[src/design/power_of_two_radix_to_ascii_macros.svh]
// Assertion macros for the power-of-two radix to ASCII converter.
// Included by the top level; no other dependencies.
`ifndef POWER_OF_TWO_RADIX_TO_ASCII_MACROS_SVH
`define POWER_OF_TWO_RADIX_TO_ASCII_MACROS_SVH
`ifndef SYNTHESIS
`define P2RA_ASSERT_SAME(lbl, clk, rst_n, ante, cons) \
  lbl: assert property (@(posedge clk) disable iff (!rst_n) (ante) |-> (cons)) \
    else $error("same-cycle check failed");
`define P2RA_ASSERT_NEXT(lbl, clk, rst_n, ante, cons) \
  lbl: assert property (@(posedge clk) disable iff (!rst_n) (ante) |=> (cons)) \
    else $error("next-cycle check failed");
`else
`define P2RA_ASSERT_SAME(lbl, clk, rst_n, ante, cons)
`define P2RA_ASSERT_NEXT(lbl, clk, rst_n, ante, cons)
`endif
`endif

[src/design/p2ra_pkg.sv]
// Shared constants, types and helper functions for the radix to ASCII converter.
// Used by the datapath, the controller and the top level.
package p2ra_pkg;

  localparam int WORD_WIDTH = 32;
  localparam int DIGIT_W    = 5;                    // widest digit, radix 2^5
  localparam int SHIFT_W    = WORD_WIDTH + DIGIT_W - 1;
  localparam int CNT_W      = $clog2(WORD_WIDTH + 1);

  // Digits needed for a full word at each radix exponent.
  localparam int DIG_R1 = WORD_WIDTH;
  localparam int DIG_R2 = (WORD_WIDTH + 1) / 2;
  localparam int DIG_R3 = (WORD_WIDTH + 2) / 3;
  localparam int DIG_R4 = (WORD_WIDTH + 3) / 4;
  localparam int DIG_R5 = (WORD_WIDTH + 4) / 5;

  // Left shift that puts the top digit of the padded word at the top of the shifter.
  localparam int LSH_R1 = SHIFT_W - DIG_R1;
  localparam int LSH_R2 = SHIFT_W - DIG_R2 * 2;
  localparam int LSH_R3 = SHIFT_W - DIG_R3 * 3;
  localparam int LSH_R4 = SHIFT_W - DIG_R4 * 4;
  localparam int LSH_R5 = SHIFT_W - DIG_R5 * 5;

  localparam logic [2:0] RADIX_RESET = 3'd5;
  localparam logic [2:0] RADIX_MIN   = 3'd1;
  localparam logic [2:0] RADIX_MAX   = 3'd5;

  localparam logic [6:0] ASCII_ZERO  = 7'h30;
  localparam logic [6:0] ASCII_A     = 7'h41;
  localparam logic [6:0] ASCII_MINUS = 7'h2D;
  localparam logic [6:0] ASCII_NONE  = 7'h00;
  localparam logic [4:0] DEC_BASE    = 5'd10;

  // Output word source select.
  localparam logic [1:0] SEL_SPECIAL = 2'd0;
  localparam logic [1:0] SEL_SIGN    = 2'd1;
  localparam logic [1:0] SEL_DIGIT   = 2'd2;

  typedef struct packed {
    logic       load;
    logic       advance;
    logic       put;
    logic [1:0] sel;
  } p2ra_cmd_t;

  typedef struct packed {
    logic special;      // zero value or bad radix: one word only
    logic neg;
    logic emit_ok;      // current digit is significant
    logic last_digit;
    logic out_stall;
  } p2ra_sts_t;

  function automatic logic [CNT_W-1:0] max_digits(input logic [2:0] r);
    logic [CNT_W-1:0] n;
    case (r)
      3'd1:    n = CNT_W'(DIG_R1);
      3'd2:    n = CNT_W'(DIG_R2);
      3'd3:    n = CNT_W'(DIG_R3);
      3'd4:    n = CNT_W'(DIG_R4);
      default: n = CNT_W'(DIG_R5);
    endcase
    return n;
  endfunction

  function automatic logic [2:0] align_shift(input logic [2:0] r);
    logic [2:0] s;
    case (r)
      3'd1:    s = 3'(LSH_R1);
      3'd2:    s = 3'(LSH_R2);
      3'd3:    s = 3'(LSH_R3);
      3'd4:    s = 3'(LSH_R4);
      default: s = 3'(LSH_R5);
    endcase
    return s;
  endfunction

  function automatic logic [6:0] digit_ascii(input logic [DIGIT_W-1:0] d);
    logic [6:0] c;
    if (d < DEC_BASE) begin
      c = ASCII_ZERO + 7'(d);
    end else begin
      c = ASCII_A + 7'(d) - 7'(DEC_BASE);
    end
    return c;
  endfunction

endpackage

[src/design/power_of_two_radix_to_ascii.sv]
// Top level of the power-of-two radix to ASCII converter.
// Instantiates p2ra_ctrl and p2ra_datapath; uses p2ra_pkg and the assertion macros.
//
// Usage:
//   Input channel (in_valid/in_ready/in_value) takes one signed 32-bit word.
//   Output channel (out_valid/out_ready) returns its text in base 2^r, one
//   character per word, most significant first: '-' for a negative value,
//   then digits '0'-'9','A'-'V' with leading zeros dropped. out_last_char
//   marks the final character. A zero value gives '0'; a nonzero value with
//   r outside 1 to 5 gives one word with code 0 and out_bad_radix set.
//   The user writes r through cfg_we/cfg_radix_log2 only while the block is idle;
//   the block does not enforce this. r is sampled when a word is accepted.
// Sequence:
//   An accepted word passes through a sign/special step, then a scan step for
//   each digit position of the full word (32 / 16 / 11 / 8 / 7 for r = 1..5),
//   including suppressed leading zeros. A sign or special word is written in
//   the sign/special step and each digit word in its own scan step; a leading
//   zero digit is consumed in its scan step without writing a word.
// Reset and stall:
//   Synchronous active-low reset empties the output register, returns the
//   sequencer to idle and sets r to 5. While a word waits with out_ready low,
//   the sequencer holds before writing another; no character is dropped.
`include "power_of_two_radix_to_ascii_macros.svh"
module power_of_two_radix_to_ascii (
  input  logic                                  clk,
  input  logic                                  rst_n,
  input  logic                                  in_valid,
  output logic                                  in_ready,
  input  logic signed [p2ra_pkg::WORD_WIDTH-1:0] in_value,
  output logic                                  out_valid,
  input  logic                                  out_ready,
  output logic [6:0]                            out_char_code,
  output logic                                  out_last_char,
  output logic                                  out_bad_radix,
  input  logic                                  cfg_we,
  input  logic [2:0]                            cfg_radix_log2
);
  import p2ra_pkg::*;

  p2ra_cmd_t cmd;
  p2ra_sts_t sts;

  p2ra_ctrl u_ctrl (
    .clk      (clk),
    .rst_n    (rst_n),
    .in_valid (in_valid),
    .in_ready (in_ready),
    .sts      (sts),
    .cmd      (cmd)
  );

  p2ra_datapath u_datapath (
    .clk            (clk),
    .rst_n          (rst_n),
    .in_value       (in_value),
    .cfg_we         (cfg_we),
    .cfg_radix_log2 (cfg_radix_log2),
    .cmd            (cmd),
    .sts            (sts),
    .out_ready      (out_ready),
    .out_valid      (out_valid),
    .out_char_code  (out_char_code),
    .out_last_char  (out_last_char),
    .out_bad_radix  (out_bad_radix)
  );

  // A new word is never taken right after one was accepted.
  `P2RA_ASSERT_NEXT(a_no_back_to_back, clk, rst_n, in_valid && in_ready, !in_ready)
  // An error word ends its run and carries no character.
  `P2RA_ASSERT_SAME(a_bad_is_last, clk, rst_n, out_valid && out_bad_radix, out_last_char)
  `P2RA_ASSERT_SAME(a_bad_no_char, clk, rst_n, out_valid && out_bad_radix,
                    out_char_code == ASCII_NONE)
  // Words are only written by the sequencer while it is busy with an item.
  `P2RA_ASSERT_SAME(a_put_not_idle, clk, rst_n, cmd.put, !in_ready)

endmodule

[src/design/p2ra_datapath.sv]
// Datapath: radix register, magnitude shifter, digit counter and output register.
// Depends on p2ra_pkg; driven by p2ra_ctrl through command and status structs.
module p2ra_datapath (
  input  logic                                clk,
  input  logic                                rst_n,
  input  logic signed [p2ra_pkg::WORD_WIDTH-1:0] in_value,
  input  logic                                cfg_we,
  input  logic [2:0]                          cfg_radix_log2,
  input  p2ra_pkg::p2ra_cmd_t                 cmd,
  output p2ra_pkg::p2ra_sts_t                 sts,
  input  logic                                out_ready,
  output logic                                out_valid,
  output logic [6:0]                          out_char_code,
  output logic                                out_last_char,
  output logic                                out_bad_radix
);
  import p2ra_pkg::*;

  logic [2:0]            radix_r;
  logic [2:0]            r_act_r;
  logic [SHIFT_W-1:0]    sh_r;
  logic [CNT_W-1:0]      cnt_r;
  logic                  neg_r, special_r, bad_r, started_r;
  logic                  out_valid_r, last_r, badout_r;
  logic [6:0]            char_r;

  logic [WORD_WIDTH-1:0] mag;
  logic                  in_zero, in_bad;
  logic [DIGIT_W-1:0]    top_bits, digit;

  always_comb begin
    mag      = in_value[WORD_WIDTH-1] ? (WORD_WIDTH'(0) - WORD_WIDTH'(in_value))
                                      : WORD_WIDTH'(in_value);
    in_zero  = (in_value == '0);
    in_bad   = (radix_r < RADIX_MIN) || (radix_r > RADIX_MAX);
    top_bits = sh_r[SHIFT_W-1 -: DIGIT_W];
    digit    = top_bits >> (3'(DIGIT_W) - r_act_r);
  end

  always_ff @(posedge clk) begin
    if (!rst_n) begin
      radix_r <= RADIX_RESET;
    end else if (cfg_we) begin
      radix_r <= cfg_radix_log2;
    end
  end

  // Magnitude is padded on the left so that every digit lands whole at the top.
  always_ff @(posedge clk) begin
    if (cmd.load) begin
      r_act_r   <= radix_r;
      neg_r     <= in_value[WORD_WIDTH-1];
      special_r <= in_zero || in_bad;
      bad_r     <= !in_zero && in_bad;
      sh_r      <= SHIFT_W'(mag) << align_shift(radix_r);
      cnt_r     <= max_digits(radix_r);
      started_r <= 1'b0;
    end else if (cmd.advance) begin
      sh_r      <= sh_r << r_act_r;
      cnt_r     <= cnt_r - CNT_W'(1);
      started_r <= started_r || (digit != '0);
    end
  end

  always_ff @(posedge clk) begin
    if (!rst_n) begin
      out_valid_r <= 1'b0;
    end else if (cmd.put) begin
      out_valid_r <= 1'b1;
    end else if (out_ready) begin
      out_valid_r <= 1'b0;
    end
  end

  always_ff @(posedge clk) begin
    if (cmd.put) begin
      case (cmd.sel)
        SEL_SPECIAL: begin
          char_r   <= bad_r ? ASCII_NONE : ASCII_ZERO;
          last_r   <= 1'b1;
          badout_r <= bad_r;
        end
        SEL_SIGN: begin
          char_r   <= ASCII_MINUS;
          last_r   <= 1'b0;
          badout_r <= 1'b0;
        end
        SEL_DIGIT: begin
          char_r   <= digit_ascii(digit);
          last_r   <= (cnt_r == CNT_W'(1));
          badout_r <= 1'b0;
        end
        default: begin
          char_r   <= ASCII_NONE;
          last_r   <= 1'b1;
          badout_r <= 1'b0;
        end
      endcase
    end
  end

  always_comb begin
    sts.special    = special_r;
    sts.neg        = neg_r;
    sts.emit_ok    = started_r || (digit != '0);
    sts.last_digit = (cnt_r == CNT_W'(1));
    sts.out_stall  = out_valid_r && !out_ready;
  end

  assign out_valid     = out_valid_r;
  assign out_char_code = char_r;
  assign out_last_char = last_r;
  assign out_bad_radix = badout_r;

endmodule

[src/design/p2ra_ctrl.sv]
// Controller state machine: sequences load, sign, digit scan and output writes.
// Depends on p2ra_pkg; talks to p2ra_datapath only through command and status.
module p2ra_ctrl (
  input  logic                clk,
  input  logic                rst_n,
  input  logic                in_valid,
  output logic                in_ready,
  input  p2ra_pkg::p2ra_sts_t sts,
  output p2ra_pkg::p2ra_cmd_t cmd
);
  import p2ra_pkg::*;

  localparam logic [1:0] ST_IDLE   = 2'd0;
  localparam logic [1:0] ST_HEAD   = 2'd1;
  localparam logic [1:0] ST_DIGITS = 2'd2;

  logic [1:0] state_r, state_nxt;

  always_ff @(posedge clk) begin
    if (!rst_n) begin
      state_r <= ST_IDLE;
    end else begin
      state_r <= state_nxt;
    end
  end

  always_comb begin
    state_nxt   = state_r;
    cmd.load    = 1'b0;
    cmd.advance = 1'b0;
    cmd.put     = 1'b0;
    cmd.sel     = SEL_DIGIT;
    in_ready    = 1'b0;
    case (state_r)
      ST_IDLE: begin
        in_ready = 1'b1;
        if (in_valid) begin
          cmd.load  = 1'b1;
          state_nxt = ST_HEAD;
        end
      end
      ST_HEAD: begin
        if (sts.special) begin
          if (!sts.out_stall) begin
            cmd.put   = 1'b1;
            cmd.sel   = SEL_SPECIAL;
            state_nxt = ST_IDLE;
          end
        end else if (sts.neg) begin
          if (!sts.out_stall) begin
            cmd.put   = 1'b1;
            cmd.sel   = SEL_SIGN;
            state_nxt = ST_DIGITS;
          end
        end else begin
          state_nxt = ST_DIGITS;
        end
      end
      ST_DIGITS: begin
        // Leading zero digits are consumed without writing a word.
        if (!sts.out_stall) begin
          cmd.advance = 1'b1;
          cmd.put     = sts.emit_ok;
          if (sts.last_digit) begin
            state_nxt = ST_IDLE;
          end
        end
      end
      default: begin
        state_nxt = ST_IDLE;
      end
    endcase
  end

endmodule

[config.mk]
export PLATFORM = sky130hd
export DESIGN_NAME = power_of_two_radix_to_ascii
export DESIGN_NICKNAME = d
export VERILOG_FILES = /design/src/design/p2ra_pkg.sv /design/src/design/power_of_two_radix_to_ascii.sv /design/src/design/p2ra_datapath.sv /design/src/design/p2ra_ctrl.sv
export VERILOG_INCLUDE_DIRS = /design/src /design/src/design
export SDC_FILE = /design/constraint.sdc
export NUM_CORES = 1
export LEC_CHECK = 0
export CORE_ASPECT_RATIO = 1.75
export CORE_MARGIN = 2
export CORE_UTILIZATION = 65
export DETAILED_ROUTE_END_ITERATION = 16
export DONT_BUFFER_PORTS = 1
export PLACE_DENSITY = 0.77
export RECOVER_POWER = 100
export REMOVE_ABC_BUFFERS = 1
export SYNTH_ARGS = -nofsm -noshare
export SYNTH_HDL_FRONTEND = slang
export SYNTH_SLANG_ARGS = --single-unit
[constraint.sdc]
create_clock -name clk -period 4.2 [get_ports clk]
set_clock_uncertainty 0.2 [all_clocks]
set_input_delay 0.84 -clock clk [delete_from_list [all_inputs] [get_ports clk]]
set_output_delay 0.84 -clock clk [all_outputs]
set_load 0.02 [all_outputs]
==> run metrics <==
final total negative setup slack 0 ns; number of max-capacitance violations reported 1; area grow syn2layout 5.13%; Remaining DRCs 0; post-synthesis register bit count 64; switching power share of the total 34.1%; cell family contributing the most delay on the critical path simple AND/OR/NAND/NOR gates; critical path buffer and inverter count 2; maximum clock frequency 0.275 GHz; Pre-antenna DRT Iters 5; EDFF count, synth 57; hold crit path type flop to flop; maximum number of pins on one net before global-route repair 45; clock share of power 32.8%; number of warnings reported in the yosys synthesis log 0; RSZ-0062 raised after global routing no; fraction of final layout cells with drive strength greater than 1 8.58%; crit end category flop; count of antenna diodes in the layout 0; Internal Dissipation 0.00165 W; met1 usage in global routing 39.0%; most heavily used metal layer in global routing met2; number of sinks on the clock net 64; CTS buffer count 9; First DRT Iteration DRCs 526; via count of the routed design 5,753; total global-route track usage 34.3%; Skew-Pair Late Insertion Delay 0.34 ns; Setup-failing EPs final 0; number of endpoints with negative hold slack in the final report 0; met3 capacity usage during global routing 4.74%; cell type with the largest total area after synthesis edfxtp_1; sum of net half-perimeters after detailed placement 13,100 um; worst setup path startpoint in_value[0]; Reg-to-Reg Start u_ctrl.state_r[1]$_SDFFE_PN0P_; number of standard cells in the final layout excluding fillers 819; post-synthesis average cell area 8.35 um2; leading post-synthesis cells by instance count nand2_1 (85), a21oi_1 (66), nor2_1 (65), edfxtp_1 (57), o21ai_0 (54); total grt overflow 0; most numerous cell in the Yosys netlist nand2_1; Chip Width 76.9 um; Logic pwr share 31.6%; data arrival time of the critical path 3.50 ns; first-pass GRT wire length 27,500 um; cells resized by post-CTS repair 0; CP max-delay cell or2_0; leakage dissipation 2.31 nW; cell area after synthesis 6050 um2; power per cell area 393 nW/um2; violated checks max-capacitance violations, max-slew violations; Cell variety after synth 69; worst setup path class input port to flop; quantity of hold-fixing buffers added after cts 0; vias per inst 7.02; number of placement rows 46; ys flop type edfxtp_1; routed wire length 17,600 um; fin nets 742; TritonCTS clock tree yes; top-area cell type share of the netlist area 28.3%; met2 routing resource usage after global routing 60.3%; largest cells by area after synthesis edfxtp_1 (28%), mux2i_1 (7.8%), a21oi_1 (5.5%), nand2_1 (5.3%), o21ai_0 (4.5%); Tmin final 3.64 ns; I/O pin total 51; CTS Buffer Depth 2; Synth Instances 724; average wire per standard cell 21.5 um; async set-or-reset flop fraction in the synthesized netlist 0%; largest stage delay on the critical path 0.52 ns; via count of the first global-routing pass 5,607; share of total power in sequential cells 35.7%; number of cells in the design after placement 803; Pins Over Slew Limit 43; switching power total 0.000853 W; data required time at the worst endpoint 4.06 ns; worst relative slew slack -58.3%; starting density of the core 66.9%; share of the clock period used by the worst path 86.6%; slew of the pin with the lowest slew margin 2.37 ns; gp weighted congestion 0.974; status complete, but fails checks; Die Height 132 um; HP Start u_datapath.started_r$_SDFFE_PP0P_; sequential area share after synthesis 30.6%; number of H-tree levels 3; Antenna Nets Post-Route 0; crit start category input port; number of post-CTS setup repair buffers 0; Worst-path clk slew 0.06 ns; area of the core 9040 um2; most numerous cell on the critical path inv_1; PortBufs 0; chain of cells forming the critical path inv_1 -> ha_1 -> or4b_1 -> or2_0 -> o31ai_1 -> xor2_1 -> inv_1 -> a221oi_1 -> o211ai_1; maximum vdd drop 0.245 mV; CP max FO 11; cell chosen for the clock root clkbuf_16; number of antenna violations at the first check in global routing 0; Die ar. 10,100 um2
-- layout by cell type, fill, tap and decap left out, drive strengths merged, types with 16 or more instances in the layout --
master and count:
nand2 85, xor2 25, mux2i 47, o21ai 57, mux2 16, o211ai 16
inv 19, edfxtp 57, nor2 65, a21oi 66
-- layer usage --
| metal | share of wire, % | routed length (um) |
|---|---|---|
| met5 | 0 | 0 |
| met4 | 5.9 | 1050 |
| met3 | 6.9 | 1210 |
| met2 | 51 | 8970 |
| met1 | 36 | 6350 |
-- tightest hold or removal path: cells and delay by family, from the launching register on --
kind	cells	cell delay, ns
AOI/OAI and AO/OA	1	0.07
DFF	1	0.34
and+or+nand+nor	1	0.08
-- power groups by stage --
stage,clock network (W),registers (W),logic (W)
2_1_floorplan,0,0.000902,0.000556
3_3_place_gp,0,0.000893,0.000748
3_5_place_dp,0,0.000898,0.000770
4_1_cts,0.000819,0.000887,0.000777
5_1_grt,0.000849,0.000900,0.000856
6_report,0.000820,0.000892,0.000789
-- metrics by stage --
step	instance area, um2	power, W	util, %	hold WS [ns]	setup slack (ns)
global route	6360	0.00261	70.4	0.346	0.341
floorplan	5840	0.00146	-	0.258	0.720
CTS	6400	0.00248	70.9	0.322	0.789
finish	6360	0.00250	70.4	0.323	0.563
detailed placement	6080	0.00167	67.2	0.307	0.476
global placement	6080	0.00164	67.2	0.278	0.497
-- kinds of logic after synthesis --
| kind of cell | Yosys count | synth area share (%) |
|---|---|---|
| simple gates | 227 | 17.5 |
| buf+inv | 71 | 4.63 |
| mux | 66 | 11.9 |
| xor+xnor | 39 | 5.90 |
| fa+ha+maj | 8 | 1.66 |
| compound gates | 249 | 27.8 |
| flops | 64 | 30.6 |
-- layout make-up --
type	instances	area (um2)
tap	120	150
fill	748	2680
timing repair buffer	12	75.1
inverter	18	67.6
clock inverter	7	103
sequential	64	1850
multi-input combinational	589	3890
clock buffer	9	225
-- flip-flops by register name (all words and copies together), names as in the netlist, 2 cells and up --
| signal | count |
|---|---|
| u_ctrl.state_r | 2 |
| u_datapath.cnt_r | 6 |
| u_datapath.out_char_code | 7 |
| u_datapath.r_act_r | 3 |
| u_datapath.sh_r | 36 |
| u_datapath.radix_r | 3 |
-- worst paths after layout --
path,endpoint,slack (ns),depth (start not counted)
min,u_datapath.started_r$_SDFFE_PP0P_,0.32,2
min reg2reg,u_datapath.started_r$_SDFFE_PP0P_,0.32,2
max,u_datapath.sh_r[24]$_DFFE_PP_,0.56,9
max reg2reg,u_datapath.sh_r[12]$_DFFE_PP_,0.58,6
(Power assumes the default switching activity.)
